### src/rtl/jac_pkg.sv
// Shared types and constants of the joystick axis conditioner.
package jac_pkg;

	localparam int SAMPLE_W       = 12;
	localparam int SUM_W          = 16;
	localparam int POS_W          = 16;
	localparam int DZ_W           = 8;
	localparam int POS_LIMIT      = 150;
	localparam int Q15_MAX        = 32767;
	localparam int WINDOW_DEF     = 5;
	localparam int MEDIAN_POS_DEF = 2;
	localparam int ROUNDS_DEF     = 4;
	localparam int QUEUE_DEPTH    = 4;

	localparam logic [DZ_W-1:0] DZ_RESET = 8'd8;

	// position magnitude = floor(q * 32767 / 150), done as q * SCALE_M >> SCALE_SH
	// (exact for q in 0..150)
	localparam int    SCALE_SH = 16;
	localparam int    SCALE_MW = 24;
	localparam longint SCALE_M_L =
		((longint'(Q15_MAX) << SCALE_SH) + longint'(POS_LIMIT) - 1) / longint'(POS_LIMIT);
	localparam logic [SCALE_MW-1:0] SCALE_M = SCALE_MW'(SCALE_M_L);

	// One finished window median on its way from the front to the back.
	typedef struct packed {
		logic [SAMPLE_W-1:0] median;
		logic                axis;
		logic                kind;   // 1: calibration batch
		logic                first;  // first median of a batch, restart the sum
		logic                last;   // completes the batch, produce a result
	} med_req_t;

endpackage

### src/rtl/jac_front.sv
// Front part: takes samples, fills the window, tracks batches and picks the median.
module jac_front import jac_pkg::*; #(
	parameter int WINDOW     = WINDOW_DEF,
	parameter int MEDIAN_POS = MEDIAN_POS_DEF,
	parameter int ROUNDS     = ROUNDS_DEF
) (
	input  logic                clk,
	input  logic                arst_n,
	input  logic                in_valid,
	output logic                in_ready,
	input  logic                in_kind,
	input  logic                in_axis,
	input  logic [SAMPLE_W-1:0] in_sample,
	output logic                push_valid,
	input  logic                push_ready,
	output med_req_t            push_req
);

	localparam int SCW  = (WINDOW > 1) ? $clog2(WINDOW) : 1;
	localparam int RCW  = (ROUNDS > 1) ? $clog2(ROUNDS) : 1;
	localparam int RKW  = $clog2(WINDOW) + 1;
	localparam int RANK = (MEDIAN_POS < WINDOW) ? MEDIAN_POS : WINDOW - 1;

	logic [SAMPLE_W-1:0] win_q [WINDOW];
	logic [SCW-1:0]      cnt_q;
	logic [RCW-1:0]      rnd_q;
	logic                axis_q;
	logic                med_s1;
	logic                axis_s1, kind_s1, first_s1, last_s1;

	logic                accept, changed, win_done, last_med;
	logic [SCW-1:0]      cnt;
	logic [RCW-1:0]      rnd;
	logic [RKW-1:0]      rank_v [WINDOW];
	logic [SAMPLE_W-1:0] median;

	// a pending median must leave before its window can be overwritten
	assign in_ready = !med_s1 || push_ready;
	assign accept   = in_valid && in_ready;

	assign changed  = in_axis != axis_q;
	assign cnt      = changed ? '0 : cnt_q;
	assign rnd      = changed ? '0 : rnd_q;
	assign win_done = cnt == SCW'(WINDOW - 1);
	assign last_med = rnd == RCW'(ROUNDS - 1);

	always_ff @(posedge clk or negedge arst_n) begin
		if (!arst_n) begin
			cnt_q  <= '0;
			rnd_q  <= '0;
			axis_q <= 1'b0;
			med_s1 <= 1'b0;
		end else begin
			if (push_valid && push_ready) begin
				med_s1 <= 1'b0;
			end
			if (accept) begin
				axis_q <= in_axis;
				cnt_q  <= win_done ? '0 : cnt + 1'b1;
				if (win_done) begin
					rnd_q  <= last_med ? '0 : rnd + 1'b1;
					med_s1 <= 1'b1;
				end else begin
					rnd_q  <= rnd;
				end
			end
		end
	end

	always_ff @(posedge clk) begin
		if (accept && win_done) begin
			axis_s1  <= in_axis;
			kind_s1  <= in_kind;
			first_s1 <= rnd == '0;
			last_s1  <= last_med;
		end
		for (int k = 0; k < WINDOW; k++) begin
			if (accept && cnt == SCW'(k)) begin
				win_q[k] <= in_sample;
			end
		end
	end

	// rank of each entry: smaller entries, plus equal ones further down
	always_comb begin
		median = '0;
		for (int i = 0; i < WINDOW; i++) begin
			rank_v[i] = '0;
			for (int j = 0; j < WINDOW; j++) begin
				if (j != i && (win_q[j] < win_q[i] || (j < i && win_q[j] == win_q[i]))) begin
					rank_v[i] = rank_v[i] + 1'b1;
				end
			end
			if (rank_v[i] == RKW'(RANK)) begin
				median = median | win_q[i];
			end
		end
	end

	assign push_valid      = med_s1;
	assign push_req.median = median;
	assign push_req.axis   = axis_s1;
	assign push_req.kind   = kind_s1;
	assign push_req.first  = first_s1;
	assign push_req.last   = last_s1;

endmodule

### src/rtl/jac_fifo.sv
// Short queue of window medians between the front and the back.
module jac_fifo import jac_pkg::*; #(
	parameter int DEPTH = QUEUE_DEPTH
) (
	input  logic     clk,
	input  logic     arst_n,
	input  logic     push_valid,
	output logic     push_ready,
	input  med_req_t push_req,
	output logic     pop_valid,
	input  logic     pop_ready,
	output med_req_t pop_req
);

	localparam int PW = (DEPTH > 1) ? $clog2(DEPTH) : 1;
	localparam int CW = $clog2(DEPTH + 1);

	med_req_t        mem_q [DEPTH];
	logic [PW-1:0]   wr_q, rd_q;
	logic [CW-1:0]   count_q;
	logic            push, pop;

	assign push_ready = count_q != CW'(DEPTH);
	assign pop_valid  = count_q != '0;
	assign push       = push_valid && push_ready;
	assign pop        = pop_valid && pop_ready;
	assign pop_req    = mem_q[rd_q];

	always_ff @(posedge clk or negedge arst_n) begin
		if (!arst_n) begin
			wr_q    <= '0;
			rd_q    <= '0;
			count_q <= '0;
		end else begin
			if (push) begin
				wr_q <= (wr_q == PW'(DEPTH - 1)) ? '0 : wr_q + 1'b1;
			end
			if (pop) begin
				rd_q <= (rd_q == PW'(DEPTH - 1)) ? '0 : rd_q + 1'b1;
			end
			if (push && !pop) begin
				count_q <= count_q + 1'b1;
			end else if (pop && !push) begin
				count_q <= count_q - 1'b1;
			end
		end
	end

	always_ff @(posedge clk) begin
		if (push) begin
			mem_q[wr_q] <= push_req;
		end
	end

endmodule

### src/rtl/jac_back.sv
// Back part: sums medians, stores rest offsets and scales positions.
module jac_back import jac_pkg::*; #(
	parameter int ROUNDS = ROUNDS_DEF
) (
	input  logic             clk,
	input  logic             arst_n,
	input  logic [DZ_W-1:0]  dead_zone,
	input  logic             pop_valid,
	output logic             pop_ready,
	input  med_req_t         pop_req,
	output logic             out_valid,
	input  logic             out_ready,
	output logic             out_axis,
	output logic [POS_W-1:0] out_position,
	output logic             out_calibrated
);

	localparam int     DIV    = 10 * ROUNDS;
	localparam int     DIV_SH = SUM_W + $clog2(DIV);
	localparam int     DIV_MW = SUM_W + 2;
	localparam longint DIV_M_L = ((longint'(1) << DIV_SH) + longint'(DIV) - 1) / longint'(DIV);
	localparam logic [DIV_MW-1:0] DIV_M = DIV_MW'(DIV_M_L);
	localparam int     MAGW   = POS_W - 1;

	logic [SUM_W-1:0]  sum_q;
	logic [SUM_W-1:0]  offset_q [2];

	logic              s1_valid, s2_valid, s3_valid, out_valid_q;
	logic              s1_rdy, s2_rdy, s3_rdy, out_rdy;
	logic              s1_axis, s1_cal, s1_neg;
	logic [SUM_W-1:0]  s1_mag;
	logic              s2_axis, s2_cal, s2_neg;
	logic [SUM_W-1:0]  s2_qmag;
	logic              s3_axis, s3_cal, s3_neg;
	logic [DZ_W+SCALE_MW-1:0] s3_prod;
	logic              axis_q, cal_q;
	logic [POS_W-1:0]  pos_q;

	logic              pop;
	logic [SUM_W-1:0]  sum_new;
	logic [SUM_W:0]    diff;
	logic [SUM_W+DIV_MW-1:0] quot_prod;
	logic [DZ_W-1:0]   clamped;
	logic [MAGW-1:0]   pmag;

	assign out_rdy   = !out_valid_q || out_ready;
	assign s3_rdy    = !s3_valid || out_rdy;
	assign s2_rdy    = !s2_valid || s3_rdy;
	assign s1_rdy    = !s1_valid || s2_rdy;
	assign pop_ready = s1_rdy;
	assign pop       = pop_valid && pop_ready;

	assign sum_new   = (pop_req.first ? '0 : sum_q) + SUM_W'(pop_req.median);
	assign diff      = {1'b0, offset_q[pop_req.axis]} - {1'b0, sum_new};
	assign quot_prod = s1_mag * DIV_M;

	always_comb begin
		if (s2_qmag < SUM_W'(dead_zone)) begin
			clamped = '0;
		end else if (s2_qmag > SUM_W'(POS_LIMIT)) begin
			clamped = DZ_W'(POS_LIMIT);
		end else begin
			clamped = s2_qmag[DZ_W-1:0];
		end
	end

	assign pmag = MAGW'(s3_prod >> SCALE_SH);

	always_ff @(posedge clk or negedge arst_n) begin
		if (!arst_n) begin
			sum_q       <= '0;
			offset_q[0] <= '0;
			offset_q[1] <= '0;
			s1_valid    <= 1'b0;
			s2_valid    <= 1'b0;
			s3_valid    <= 1'b0;
			out_valid_q <= 1'b0;
		end else begin
			if (pop) begin
				sum_q <= sum_new;
				if (pop_req.last && pop_req.kind) begin
					offset_q[pop_req.axis] <= sum_new;
				end
			end
			if (s1_rdy) begin
				s1_valid <= pop && pop_req.last;
			end
			if (s2_rdy) begin
				s2_valid <= s1_valid;
			end
			if (s3_rdy) begin
				s3_valid <= s2_valid;
			end
			if (out_rdy) begin
				out_valid_q <= s3_valid;
			end
		end
	end

	always_ff @(posedge clk) begin
		if (s1_rdy) begin
			s1_axis <= pop_req.axis;
			s1_cal  <= pop_req.kind;
			s1_neg  <= !pop_req.kind && diff[SUM_W];
			if (pop_req.kind) begin
				s1_mag <= '0;
			end else begin
				s1_mag <= diff[SUM_W] ? SUM_W'(-diff) : diff[SUM_W-1:0];
			end
		end
		if (s2_rdy) begin
			s2_axis <= s1_axis;
			s2_cal  <= s1_cal;
			s2_neg  <= s1_neg;
			s2_qmag <= SUM_W'(quot_prod >> DIV_SH);
		end
		if (s3_rdy) begin
			s3_axis <= s2_axis;
			s3_cal  <= s2_cal;
			s3_neg  <= s2_neg;
			s3_prod <= clamped * SCALE_M;
		end
		if (out_rdy) begin
			axis_q <= s3_axis;
			cal_q  <= s3_cal;
			pos_q  <= s3_neg ? -{1'b0, pmag} : {1'b0, pmag};
		end
	end

	assign out_valid      = out_valid_q;
	assign out_axis       = axis_q;
	assign out_position   = pos_q;
	assign out_calibrated = cal_q;

endmodule

### src/rtl/joystick_axis_conditioner.sv
// Top level of the joystick axis conditioner: median, averaging, dead zone, Q1.15 scaling.
//
// Usage:
//   s_axis carries one ADC sample per request: tdata[11:0] is the sample,
//   tuser[0] is the kind (1 = calibration), tuser[1] the axis. Every WINDOW
//   samples of one axis give a median; ROUNDS medians make a batch. The
//   sample that completes a batch yields one request on m_axis: a signed
//   Q1.15 position in tdata, or a stored rest offset (tuser[1] set, position
//   zero). Other samples yield nothing. A change of axis restarts the batch.
//   cfg writes the dead zone; write it only while the block is idle.
// Timing: one sample per cycle sustained while m_axis is not held. The result of
//   the sample that completes its batch passes the median pick, the queue, the sum
//   and offset compare, the divide by 10*ROUNDS and the dead zone and scale to m_axis.
// Reset: counters, sums and offsets go to zero, the dead zone to 8, the
//   median queue and the back pipeline empty. The window store needs no reset.
// Stall: a held m_axis stalls the back pipeline; the median queue keeps
//   taking medians until full, then s_axis drops tready once a median also waits in the front.
module joystick_axis_conditioner import jac_pkg::*; #(
	parameter int WINDOW     = WINDOW_DEF,
	parameter int MEDIAN_POS = MEDIAN_POS_DEF,
	parameter int ROUNDS     = ROUNDS_DEF,
	parameter int QDEPTH     = QUEUE_DEPTH
) (
	input  logic            clk,
	input  logic            arst_n,
	input  logic            s_axis_tvalid,
	output logic            s_axis_tready,
	input  logic [15:0]     s_axis_tdata,   // [11:0] sample, rest zero
	input  logic [1:0]      s_axis_tuser,   // [0] kind, [1] axis
	output logic            m_axis_tvalid,
	input  logic            m_axis_tready,
	output logic [15:0]     m_axis_tdata,   // [15:0] position
	output logic [1:0]      m_axis_tuser,   // [0] out_axis, [1] calibrated
	input  logic            cfg_valid,
	output logic            cfg_ready,
	input  logic [DZ_W-1:0] cfg_data        // dead_zone
);

	logic [DZ_W-1:0] dead_zone_q;

	logic     push_valid, push_ready, pop_valid, pop_ready;
	med_req_t push_req, pop_req;

	// the dead zone register takes a write in any cycle
	assign cfg_ready = 1'b1;

	always_ff @(posedge clk or negedge arst_n) begin
		if (!arst_n) begin
			dead_zone_q <= DZ_RESET;
		end else if (cfg_valid && cfg_ready) begin
			dead_zone_q <= cfg_data;
		end
	end

	// front: windowing, batch bookkeeping and median selection
	jac_front #(
		.WINDOW     (WINDOW),
		.MEDIAN_POS (MEDIAN_POS),
		.ROUNDS     (ROUNDS)
	) u_front (
		.clk        (clk),
		.arst_n     (arst_n),
		.in_valid   (s_axis_tvalid),
		.in_ready   (s_axis_tready),
		.in_kind    (s_axis_tuser[0]),
		.in_axis    (s_axis_tuser[1]),
		.in_sample  (s_axis_tdata[SAMPLE_W-1:0]),
		.push_valid (push_valid),
		.push_ready (push_ready),
		.push_req   (push_req)
	);

	// hold medians while the back is stalled
	jac_fifo #(
		.DEPTH      (QDEPTH)
	) u_fifo (
		.clk        (clk),
		.arst_n     (arst_n),
		.push_valid (push_valid),
		.push_ready (push_ready),
		.push_req   (push_req),
		.pop_valid  (pop_valid),
		.pop_ready  (pop_ready),
		.pop_req    (pop_req)
	);

	// back: accumulate, calibrate or scale, and drive the result register
	jac_back #(
		.ROUNDS         (ROUNDS)
	) u_back (
		.clk            (clk),
		.arst_n         (arst_n),
		.dead_zone      (dead_zone_q),
		.pop_valid      (pop_valid),
		.pop_ready      (pop_ready),
		.pop_req        (pop_req),
		.out_valid      (m_axis_tvalid),
		.out_ready      (m_axis_tready),
		.out_axis       (m_axis_tuser[0]),
		.out_position   (m_axis_tdata),
		.out_calibrated (m_axis_tuser[1])
	);

endmodule
### config.mk
export PLATFORM = sky130hd
export DESIGN_NAME = joystick_axis_conditioner
export DESIGN_NICKNAME = d
export VERILOG_FILES = /design/src/rtl/jac_pkg.sv /design/src/rtl/jac_front.sv /design/src/rtl/jac_fifo.sv /design/src/rtl/jac_back.sv /design/src/rtl/joystick_axis_conditioner.sv
export SDC_FILE = /design/constraint.sdc
export NUM_CORES = 1
export LEC_CHECK = 0
export BUFFER_PORTS_ARGS = -buffer_cell sky130_fd_sc_hd__buf_2
export CAP_MARGIN = 30
export CORE_UTILIZATION = 42
export DETAILED_ROUTE_END_ITERATION = 8
export PLACE_DENSITY = 0.63
export SLEW_MARGIN = 20
export SYNTH_ARGS = -nofsm -noshare
export SYNTH_HDL_FRONTEND = slang
export SYNTH_SLANG_ARGS = --single-unit
### constraint.sdc
create_clock -name clk -period 10.5 [get_ports clk]
set_input_delay 2.1 -clock clk [delete_from_list [all_inputs] [get_ports clk]]
set_output_delay 2.1 -clock clk [all_outputs]
set_load 0.01 [all_outputs]
==> results of run 1 <==
[cells in the mapped netlist, types with 22 or more instances]
master	instances	area, um2
o21ai_0	92	460.4
fa_1	122	2442
nor3_1	23	115.1
a21oi_1	86	430.4
nor2_1	75	281.5
nand2_1	122	457.9
inv_1	285	1070
nand4_1	31	193.9
dfrtp_1	73	1827
nor2b_1	38	237.7
a21o_1	46	345.3
ha_1	386	4830
nand3_1	46	230.2
xnor2_1	45	394.1
xor2_1	36	315.3
clkbuf_1	27	101.4
mux2_2	22	247.7
edfxtp_1	197	5916
o21a_1	29	217.7
[worst reg2reg max path: cells and delay by family, from the launching register on]
kind,cells,cell delay [ns]
adders and majority gates,7,3.32
DFF,1,0.54
and+or+nand+nor,3,0.74
buffers and inverters,2,0.13
AOI/OAI and AO/OA,5,1.49
xor gates and xnor gates,1,0.08
[flip-flops by register name (all words and copies together) (netlist names), 2 cells and up]
| name | cells |
|---|---|
| u_back.out_position | 16 |
| u_fifo.mem_q | 64 |
| u_front.cnt_q | 3 |
| u_fifo.wr_q | 2 |
| u_fifo.count_q | 3 |
| u_back.s1_mag | 16 |
| dead_zone_q | 8 |
| u_back.s2_qmag | 11 |
| u_back.sum_q | 16 |
| u_front.rnd_q | 2 |
| u_back.offset_q | 32 |
| u_front.win_q | 60 |
| u_fifo.rd_q | 2 |
| u_back.s3_prod | 15 |
[logic make-up after synthesis]
| kind of cell | Yosys count | share of synthesized area, % |
|---|---|---|
| mux | 45 | 3.034 |
| buf+inv | 325 | 5.541 |
| compound gates | 377 | 11.16 |
| fa+ha+maj | 508 | 32.53 |
| other cells | 1 | 0.01678 |
| xor+xnor | 82 | 3.246 |
| flops | 271 | 34.75 |
| simple gates | 429 | 9.717 |
[routing by layer]
metal	part of all wire [%]	GRT usage [%]	wire length [um]	up-vias
met1	47	24.08	21850	7246
li1	-	-	-	7351
met4	2.5	4.739	1160	0
met3	3.6	2.230	1683	72
met5	0	0	0	-
met2	47	30.10	22180	254
[layout make-up]
| class | instances | area (um2) |
|---|---|---|
| Fill cell | 4796 | 28110 |
| Multi-Input combinational cell | 1442 | 13360 |
| Sequential cell | 271 | 7769 |
| Inverter | 285 | 1070 |
| Tap cell | 688 | 860.8 |
| Clock buffer | 40 | 818.3 |
| Timing Repair Buffer | 59 | 359.1 |
| Clock inverter | 15 | 206.4 |
[worst paths after layout]
kind                            slack, ns                            from                      endpoint  cells past startpoint
worst max-delay path                 3.93  u_back.s1_mag[5]$_SDFFCE_PP0N_  u_back.s2_qmag[10]$_DFFE_PP_                     18
worst min-delay path                 0.42        u_back.s3_axis$_DFFE_PP_     u_back.out_axis$_DFFE_PP_                      0
worst max register to register       3.93  u_back.s1_mag[5]$_SDFFCE_PP0N_  u_back.s2_qmag[10]$_DFFE_PP_                     18
worst min register to register       0.42        u_back.s3_axis$_DFFE_PP_     u_back.out_axis$_DFFE_PP_                      0
max in group asynchronous            8.25                          arst_n    dead_zone_q[3]$_DFFE_PN1P_                      3
min in group asynchronous            1.30                          arst_n  u_front.cnt_q[1]$_DFFE_PN0P_                      1
[per-stage QoR]
step	instance area, um2	setup WS [ns]
final	24440	3.932
after global routing	24440	3.608
after CTS	24380	3.841
after detailed placement	23350	3.882
after global placement	23340	3.944
after floorplan	22350	4.823
==> summary.md, run 1 <==
| Metric | Value |
|---|---|
| Port bufs | 46 |
| DRT antenna net count | 0 |
| First-pass GRT wire length | 77490 um |
| Die footprint | 54150 um2 |
| Post-DR vias/cell | ~5.3 |
| RSZ-0062 raised after global routing | no |
| H-Tree Depth | 1 |
| Worst Path Max Fanout | 5 |
| Starting density of the core | between 40% and 50% |
| Mapped Area | 22350 um2 |
| Number of remaining DRC errors | 0 |
| Largest net degree at the start of global routing | 70 |
| Synth Flop Type | edfxtp_1 |
| Inserted Clock Buffers | 30 |
| Outcome | finished, final reports clean |
| # IOs | 52 |
| Core Region | 52550 um2 |
| Syn Nets | roughly 2.6k |
| Hold_ws | 0.4196 ns |
| Mapped Cells | 2038 |
| First-pass detailed-route iteration total | 4 |
| # resized after CTS | 0 |
| Final setup vio count | 0 |
| Post-detail-place hpwl | roughly 38000 um |
| Total number of vias | about 15k |
| CP required | roughly 11 ns |
| Number of library cell types mapped by synthesis | 82 |
| Yosys reg bits | between 200 and 300 |
| Tcrit/Tclk final | roughly 63% |
| Die extent in y | between 200 and 250 um |
| Postcts setup bufs | 0 |
| Slowest stage delay, CP | 0.59 ns |
| Final Hold Vio Count | 0 |
| Max Fclk | 0.1523 GHz |
| Crit-path cells | ha_1 > inv_1 > fa_1 > inv_1 > fa_1 > fa_1 > fa_1 > fa_1 > ha_1 > nand3_1 > nor4_1 > o211ai_1 > a21oi_1 > nor4b_1 > o41ai_1 > a21oi_1 > o21bai_1 > xnor2_1 |
| Total GRT Usage | 17.84% |
| Max-Slew Margin vs Limit | between 30% and 40% |
| Total congestion overflow | 0 |
| Skew final | about 0.066 ns |
| Layout Utilization | between 40 and 50% |
| Clk root buf | clkbuf_16 |
| Vias in the first global route | about 15k |
| Period minus WS final | approximately 6.6 ns |
| P&R area growth vs syn | 9.347% |
| Clock Sinks | approximately 270 |
| Chip width | 232.7 um |
| Rows | 84 |
| CTS Buffer Depth | 3 |
| Clock Pin Slew Worst Setup and Hold Paths | ~0.06 ns |
| Max-Cap Viols | 0 |
| DRT iter0 DRCs | ~830 |
| CTS tree | yes |
| Most common cell after layout, fill and taps aside | ha_1 |
| Total wire length | 46880 um |
| Slew @ Worst Pin | between 0.9 and 1 ns |
| Mean Syn Cell Area | about 11 um2 |
| Synth warn | 0 |
| Post-CTS Hold Buffers | 0 |
| Register area share after synthesis | about a third |
| Non-Filler Instances | approximately 2.8k |
| Post-synth ARST share | a little over a quarter |
| Placed Instances | about 2.7k |
| Most frequent cells in the layout | ha_1 (386), inv_1 (285), edfxtp_1 (197) |
| Top delay family on crit path | adder cells |
| Count of pins over their slew limit | 0 |
| Post-synth EDFFs | about 200 |
| Hold crit path type | flip-flop to flip-flop |
| Crit path capture type | flip-flop |
| CP Launch Type | flip-flop |
| RD Place Congestion | 0.8941 |
| Post-route setup TNS | 0 ns |
| Slowest CP cell | o41ai_1 |
| Wirelength per Cell | about 17 um |
| Initial antenna violation count | 0 |
| CP Class | flip-flop to flip-flop |
| Skew-Pair Late Insertion Delay | 0.61 ns |
| CP arrival | about 7 ns |
| Inserted Diodes | 0 |
| Layout Nets | between 2k and 3k |
| CP bufs+invs | 2 |
| Most used cell, CP | fa_1 |
| Layout cell share with drive strength beyond 1 | 8.002% |
Power of run 1 is left out: the tool's default activity adds up to more than one toggle a clock period on the data nets, which glitch-free logic cannot reach.
==> run 2: changes to the inputs <==
--- a/config.mk
+++ b/config.mk
@@ -5,11 +5,12 @@
 export SDC_FILE = /design/constraint.sdc
 export NUM_CORES = 1
 export LEC_CHECK = 0
+export ABC_AREA = 1
 export BUFFER_PORTS_ARGS = -buffer_cell sky130_fd_sc_hd__buf_2
 export CAP_MARGIN = 30
 export CORE_UTILIZATION = 42
 export DETAILED_ROUTE_END_ITERATION = 8
-export PLACE_DENSITY = 0.63
+export PLACE_DENSITY = 0.65
 export SLEW_MARGIN = 20
 export SYNTH_ARGS = -nofsm -noshare
 export SYNTH_HDL_FRONTEND = slang
==> constraint.sdc (replaced) <==
create_clock -name clk -period 6 [get_ports clk]
set_input_delay 1.2 -clock clk [delete_from_list [all_inputs] [get_ports clk]]
set_output_delay 1.2 -clock clk [all_outputs]
set_load 0.01 [all_outputs]
==> run 2 against run 1 <==
Clock skew decreased by 0.029 ns; worst hold slack got worse by 0.0022 ns; flip-flop and latch count unchanged; register-to-register slack got worse by 3.6 ns; synthesized cell count increased by 37%; wire length increased by 27%; sequential share of layout area decreased by 2.4 points; fmax increased by 16%; critical path depth increased by 2.
==> summary.md, run 2 <==
| Metric | Value |
|---|---|
| Chip width | 242.1 um (was 232.7 um) |
| Syn Nets | 3341 (was 2577) |
| P&R area growth vs syn | 9.128% (was 9.347%) |
| Rows | 87 (was 84) |
| Synth Flop Type | edfxtp_1 (unchanged) |
| Synth warn | 0 (unchanged) |
| Outcome | finished, final reports clean (unchanged) |
| Max Fclk | 0.1763 GHz (was 0.1523 GHz) |
| CP Class | flip-flop to flip-flop (unchanged) |
| DR top layer | met4 (unchanged) |
| Most common cell after layout, fill and taps aside | nand2_1 (was ha_1) |
| Vias in the first global route | 19.03k (was 15.32k) |
| Number of remaining DRC errors | 0 (unchanged) |
| R2R setup slack | 0.33 ns (was 3.93 ns) |
| CTS Buffer Depth | 3 (unchanged) |
| Fillcell total | 5390 (was 4796) |
| Worst Path Max Fanout | 5 (unchanged) |
| Total congestion overflow | 0 (unchanged) |
| Post-DR vias/cell | 5.166 (was 5.330) |
| Starting density of the core | 42.68% (was 42.54%) |
| Largest cells by area after synthesis | edfxtp_1 (24%), ha_1 (20%), fa_1 (10%), nand2_1 (8.6%), inv_1 (8.0%) (was edfxtp_1 (26%), ha_1 (22%), fa_1 (11%), dfrtp_1 (8.2%), inv_1 (4.8%)) |
| Layout Nets | 3413 (was 2628) |
| Post-layout worst setup margin | 0.3290 ns (was 3.932 ns) |
| Hold crit path type | input port to async pin (was flip-flop to flip-flop) |
| Number of library cell types mapped by synthesis | 54 (was 82) |
| Metal3 WL | 3383 um (was 1683 um) |
| Inserted Clock Buffers | 30 (unchanged) |
| Reg-to-reg startpoint | u_back.s1_mag[5]$_SDFFCE_PP0N_ (unchanged) |
| Most common cell in the netlist | nand2_1 (was ha_1) |
| First-pass detailed-route iteration total | 6 (was 4) |
| Reg2reg path depth | 20 (was 18) |
| H-Tree Depth | 1 (unchanged) |
| Max-Cap Viols | 0 (unchanged) |
| Total wire length | 59620 um (was 46880 um) |
| Clk root buf | clkbuf_16 (unchanged) |
| CP Launch Type | flip-flop (unchanged) |
| Die extent in y | 242.1 um (was 232.7 um) |
| Skew-Pair Late Insertion Delay | 0.60 ns (was 0.61 ns) |
| Mapped Cells | 2802 (was 2038) |
| Count of pins over their slew limit | 0 (unchanged) |
| Most frequent cells in the layout | nand2_1 (555), inv_1 (514), ha_1 (386) (was ha_1 (386), inv_1 (285), edfxtp_1 (197)) |
| Layout Utilization | 46.58% (was 46.51%) |
| Skew final | 0.03623 ns (was 0.06559 ns) |
| Post-synth EDFFs | 197 (unchanged) |
| Slew @ Worst Pin | 0.8472 ns (was 0.9727 ns) |
| First-pass GRT wire length | 96220 um (was 77490 um) |
| Yosys reg bits | 271 (unchanged) |
| CP arrival | 5.99 ns (was 6.87 ns) |
| Largest net degree at the start of global routing | 72 (was 70) |
| CTS tree | yes (unchanged) |
| RD Place Congestion | 0.9285 (was 0.8941) |
| Total GRT Usage | 20.33% (was 17.84%) |
| Mean Syn Cell Area | 8.639 um2 (was 10.97 um2) |
| Tcrit/Tclk final | 94.52% (was 62.55%) |
| Top Registers | u_fifo.mem_q x64, u_front.win_q x60, u_back.offset_q x32 (unchanged) |
| Initial antenna violation count | 1 (was 0) |
| Post-synth ARST share | 27.31% (unchanged) |
| Period minus WS final | 5.671 ns (was 6.568 ns) |
| Crit path capture type | flip-flop (unchanged) |
| Metal2 WL | 27490 um (was 22180 um) |
| CP required | 6.32 ns (was 10.80 ns) |
| Met1 wire length | 27280 um (was 21850 um) |
| Wirelength per Cell | 16.31 um (was 16.74 um) |
| # IOs | 52 (unchanged) |
| Area leader, netlist | edfxtp_1 (unchanged) |
| Layout cell share with drive strength beyond 1 | 5.625% (was 8.002%) |
| Most frequent cells after synthesis | nand2_1 (555), inv_1 (515), ha_1 (386) (was ha_1 (386), inv_1 (285), edfxtp_1 (197)) |
| Reg-to-Reg End | u_back.s2_qmag[7]$_DFFE_PP_ (was u_back.s2_qmag[10]$_DFFE_PP_) |
| Final setup vio count | 0 (unchanged) |
| Post-route setup TNS | 0 ns (unchanged) |
| Port bufs | 46 (unchanged) |
| Mapped Area | 24210 um2 (was 22350 um2) |
| Synth top area share | 24.44% (was 26.46%) |
| Max-Slew Margin vs Limit | 43.38% (was 34.87%) |
| Die footprint | 58600 um2 (was 54150 um2) |
| Core Region | 56710 um2 (was 52550 um2) |
| Top reg by flops | u_fifo.mem_q (unchanged) |
| DRT iter0 DRCs | 1185 (was 826) |
| Post-detail-place hpwl | 48920 um (was 38380 um) |
| Total number of vias | 18.88k (was 14.92k) |
| Clock Pin Slew Worst Setup and Hold Paths | 0.07 ns (was 0.06 ns) |
| Final Hold Vio Count | 0 (unchanged) |
| Storage cell area | 7769 um2 (unchanged) |
| Multi-input logic area | 14340 um2 (was 13360 um2) |
| Register area share after synthesis | 32.09% (was 34.75%) |
| DRT antenna net count | 0 (unchanged) |
| Clock Sinks | 271 (unchanged) |
| Dpl ws | 0.2857 ns (was 3.882 ns) |
| Max reg flops | 64 (unchanged) |
run 2: routing by layer:
layer  up-vias  GRT usage, %
li1       9366             -
met1      8961         27.68
met2       467         33.69
met3        89         3.013
met4         0         5.343
met5         -             0
run 2: cells by family after synthesis:
family                     share of synthesized area (%)
muxes                                            0.04135
adders and majority gates                          30.04
and+or+nand+nor                                    17.61
other                                            0.01549
AOI/OAI and AO/OA                                  8.911
xor gates and xnor gates                           2.528
buffers and inverters                              8.761
DFF                                                32.09
run 2: worst max-delay path, cell delays in order (launching register included):
cell      delay (ns)
edfxtp_1        0.52
ha_1            0.44
inv_1           0.08
fa_1            0.54
inv_1           0.06
fa_1            0.50
fa_1            0.52
fa_1            0.52
fa_1            0.51
ha_1            0.37
nand2_1         0.09
nor2_1          0.13
inv_1           0.07
nor3_1          0.21
nand3_1         0.11
nand3_1         0.15
nand2_1         0.07
o211ai_1        0.18
nand3_1         0.15
nand4_1         0.10
nand2_1         0.09
run 2: per-stage QoR:
stage / hold slack (ns) / std cells / cell area, um2
detailed placement: 0.4165 / 3594 / 25420
CTS: 0.3964 / 3650 / 26330
finish: 0.4174 / 3655 / 26420
global route: 0.3985 / 3654 / 26410
global placement: 0.4088 / 3592 / 25400
floorplan: 0.4003 / 2802 / 24210
run 2: worst max-delay path by stage:
stage,start,end,slack [ns]
final,u_back.s1_mag[5]$_SDFFCE_PP0N_,u_back.s2_qmag[7]$_DFFE_PP_,0.33
after global routing,u_back.s2_qmag[4]$_DFFE_PP_,u_back.s3_prod[30]$_DFFE_PP_,-0.01
after CTS,u_back.s2_qmag[4]$_DFFE_PP_,u_back.s3_prod[23]$_DFFE_PP_,0.20
after detailed placement,u_back.s2_qmag[6]$_DFFE_PP_,u_back.s3_prod[23]$_DFFE_PP_,0.29
after global placement,u_back.s2_qmag[5]$_DFFE_PP_,u_back.s3_prod[30]$_DFFE_PP_,0.29
after floorplan,u_back.s2_qmag[6]$_DFFE_PP_,u_back.s3_prod[23]$_DFFE_PP_,0.77
run 2: final cells by class:
class / count / area share [%]
antenna: 1 / 0.009473
timing repair buffer: 75 / 1.838
clock buffer: 35 / 2.913
inverter: 521 / 7.403
multi-input combinational: 1975 / 54.30
clock inverter: 21 / 0.5494
sequential: 271 / 29.41
tap: 756 / 3.581
run 2: timing repair:
item,4_1_cts,5_1_grt
setup buffers,0,1
setup endpoints to repair,0,7
gates resized for setup,0,6
hold buffers,0,0
Power of run 2 is left out for the same reason.
==> run 3: changes to the inputs <==
--- a/config.mk
+++ b/config.mk
@@ -5,7 +5,7 @@
 export SDC_FILE = /design/constraint.sdc
 export NUM_CORES = 1
 export LEC_CHECK = 0
-export ABC_AREA = 1
+export ABC_AREA = 0
 export BUFFER_PORTS_ARGS = -buffer_cell sky130_fd_sc_hd__buf_2
 export CAP_MARGIN = 30
 export CORE_UTILIZATION = 42
==> run 3 against run 2 <==
Clock skew rose by 0.0017 ns; register-to-register slack lost 0.17 ns; global-route usage is 1.7 points lower; worst setup slack worse by 0.17 ns; highest routed layer unchanged; sequential share of layout area is 1.3 points higher; via count decreased by 18%; critical path type unchanged; first-iteration DRC count decreased by 32%; final cell count fell by 21%; wire length is 17% lower; flip-flop and latch count unchanged.
==> summary.md, run 3 (synthesized netlist as in run 1, its figures left out) <==
| Metric | Value |
|---|---|
| Final setup vio count | 0 (unchanged) |
| Total number of vias | 15.39k (was 18.88k) |
| Dpl ws | -0.1174 ns (was 0.2857 ns) |
| Reg-to-reg startpoint | u_back.s1_mag[3]$_SDFFCE_PP0N_ (was u_back.s1_mag[5]$_SDFFCE_PP0N_) |
| Vias in the first global route | 15.90k (was 19.03k) |
| Starting density of the core | 42.54% (was 42.68%) |
| Period minus WS final | 5.838 ns (was 5.671 ns) |
| CP bufs+invs | 6 (was 3) |
| Hold EP | u_back.s2_cal$_DFFE_PP_ |
| Skew final | 0.03788 ns (was 0.03623 ns) |
| Top Registers | u_fifo.mem_q x64, u_front.win_q x60, u_back.offset_q x32 (unchanged) |
| Hold crit path type | flip-flop to flip-flop (was input port to async pin) |
| Chip width | 232.7 um (was 242.1 um) |
| DRT antenna net count | 0 (unchanged) |
| Clock Sinks | 271 (unchanged) |
| Most common cell after layout, fill and taps aside | ha_1 (was nand2_1) |
| Die footprint | 54150 um2 (was 58600 um2) |
| Port bufs | 46 (unchanged) |
| Wirelength per Cell | 17.17 um (was 16.31 um) |
| Largest net degree at the start of global routing | 50 (was 72) |
| Post-DR vias/cell | 5.314 (was 5.166) |
| Crit-path cells | buf_4 > ha_1 > inv_1 > fa_1 > inv_1 > fa_1 > fa_1 > fa_1 > fa_1 > ha_1 > nand3_2 > buf_4 > nor2_1 > a22oi_2 > a21oi_2 > buf_4 > buf_4 > o31a_1 > o21a_1 > o21a_1 > a21oi_1 > xnor2_1 (was ha_1 > inv_1 > fa_1 > inv_1 > fa_1 > fa_1 > fa_1 > fa_1 > ha_1 > nand2_1 > nor2_1 > inv_1 > nor3_1 > nand3_1 > nand3_1 > nand2_1 > o211ai_1 > nand3_1 > nand4_1 > nand2_1) |
| Max reg flops | 64 (unchanged) |
| Slew @ Worst Pin | 0.9431 ns (was 0.8472 ns) |
| Total wire length | 49750 um (was 59620 um) |
| Reg-to-Reg End | u_back.s2_qmag[7]$_DFFE_PP_ (unchanged) |
| Layout Nets | 2724 (was 3413) |
| Hold depth | 0 |
| Worst min-delay path startpoint | u_back.s1_cal$_DFFE_PN_ |
| H-Tree Depth | 1 (unchanged) |
| Core Region | 52550 um2 (was 56710 um2) |
| Layout cell share with drive strength beyond 1 | 13.26% (was 5.625%) |
| Post-layout worst setup margin | 0.1625 ns (was 0.3290 ns) |
| CP Launch Type | flip-flop (unchanged) |
| CP Class | flip-flop to flip-flop (unchanged) |
| Max Fclk | 0.1713 GHz (was 0.1763 GHz) |
| Total GRT Usage | 18.67% (was 20.33%) |
| Total congestion overflow | 0 (unchanged) |
| Clk root buf | clkbuf_16 (unchanged) |
| Most frequent cells in the layout | ha_1 (377), inv_1 (284), edfxtp_1 (197) (was nand2_1 (555), inv_1 (514), ha_1 (386)) |
| Clock Pin Slew Worst Setup and Hold Paths | 0.06 ns (was 0.07 ns) |
| Most used cell, CP | fa_1 (unchanged) |
| Reg2reg path depth | 22 (was 20) |
| Worst Path Max Fanout | 2 (was 5) |
| Skew-Pair Late Insertion Delay | 0.59 ns (was 0.60 ns) |
| CTS Buffer Depth | 3 (unchanged) |
| Tcrit/Tclk final | 97.29% (was 94.52%) |
| Slowest stage delay, CP | 0.56 ns (was 0.54 ns) |
| First-pass detailed-route iteration total | 5 (was 6) |
| # IOs | 52 (unchanged) |
| Rows | 84 (was 87) |
| Inserted Clock Buffers | 30 (unchanged) |
| Crit path capture type | flip-flop (unchanged) |
| Count of pins over their slew limit | 0 (unchanged) |
| R2R setup slack | 0.16 ns (was 0.33 ns) |
| Max-Slew Margin vs Limit | 36.85% (was 43.38%) |
| DRT iter0 DRCs | 808 (was 1185) |
| First-pass GRT wire length | 80840 um (was 96220 um) |
| Top delay family on crit path | adder cells (unchanged) |
| Initial antenna violation count | 0 (was 1) |
| Slowest CP cell | fa_1 (unchanged) |
| Die extent in y | 232.7 um (was 242.1 um) |
| CTS tree | yes (unchanged) |
| Number of remaining DRC errors | 0 (unchanged) |
| Final Hold Vio Count | 0 (unchanged) |
| CP arrival | 6.15 ns (was 5.99 ns) |
| Max-Cap Viols | 0 (unchanged) |
| P&R area growth vs syn | 13.21% (was 9.128%) |
| Outcome | finished, final reports clean (unchanged) |
| CP required | 6.31 ns (was 6.32 ns) |
| Top reg by flops | u_fifo.mem_q (unchanged) |
| Post-detail-place hpwl | 40630 um (was 48920 um) |
| RD Place Congestion | 0.9166 (was 0.9285) |
| Inserted Diodes | 0 (was 1) |
run 3: cell types whose count changed in the layout (fill, tap and decap cells not counted), moves of 22 or more:
cell and delta:
mux2_2 +22, nand2_1 -434, a21o_1 +34, buf_4 +78, nor2b_1 +38, nor2_1 -119, a21oi_1 -63, o21ai_0 -59
nand3_1 -90, inv_1 -230
run 3: timing repair:
action / in CTS / in global routing
hold buffers: 0 / 0
pin swaps: 2 / 32
endpoints found under the setup margin: 2 / 19
hold endpoints to repair: 0 / 0
setup buffers: 3 / 16
gates resized for setup: 0 / 30
run 3: worst max-delay path by stage:
stage,cells past startpoint,startpoint,slack (ns),endpoint
finish,22,u_back.s1_mag[3]$_SDFFCE_PP0N_,0.16,u_back.s2_qmag[7]$_DFFE_PP_
detailed placement,20,u_back.s1_mag[5]$_SDFFCE_PP0N_,-0.12,u_back.s2_qmag[10]$_DFFE_PP_
global route,22,u_back.s1_mag[3]$_SDFFCE_PP0N_,-0.05,u_back.s2_qmag[10]$_DFFE_PP_
floorplan,18,u_back.s1_mag[4]$_SDFFCE_PP0N_,0.32,u_back.s2_qmag[10]$_DFFE_PP_
global placement,20,u_back.s1_mag[5]$_SDFFCE_PP0N_,-0.05,u_back.s2_qmag[10]$_DFFE_PP_
CTS,20,u_back.s1_mag[6]$_SDFFCE_PP0N_,0.009,u_back.s2_qmag[10]$_DFFE_PP_
run 3: per-stage QoR:
stage / hold WS, ns / TNS [ns] / utilization [%] / instances / instance area [um2]
5_1_grt: 0.4248 / -0.09938 / 48.16 / 2897 / 25310
3_5_place_dp: 0.4080 / -0.1174 / 45.66 / 2821 / 24000
6_report: 0.4215 / 0 / 48.16 / 2897 / 25310
2_1_floorplan: 0.4003 / 0 / - / 2038 / 22350
4_1_cts: 0.4219 / 0 / 47.54 / 2880 / 24980
3_3_place_gp: 0.4046 / -0.05157 / 45.55 / 2818 / 23940
run 3: area by class of cell:
cell class / instances / area (um2)
fill: 4743 / 27240
multi-input combinational: 1442 / 13550
sequential: 271 / 7770
timing repair buffer: 155 / 1090
inverter: 285 / 1070
tap: 688 / 860.8
clock buffer: 35 / 779.5
clock inverter: 21 / 186.4
run 3: metal layers:
| layer | vias up | GRT usage (%) | wire length (um) |
|---|---|---|---|
| met5 | - | 0 | 0 |
| met4 | 0 | 4.310 | 1056 |
| met2 | 305 | 32.23 | 23940 |
| li1 | 7540 | - | - |
| met3 | 65 | 1.998 | 2026 |
| met1 | 7484 | 25.05 | 22720 |
Power of run 3 is left out for the same reason.
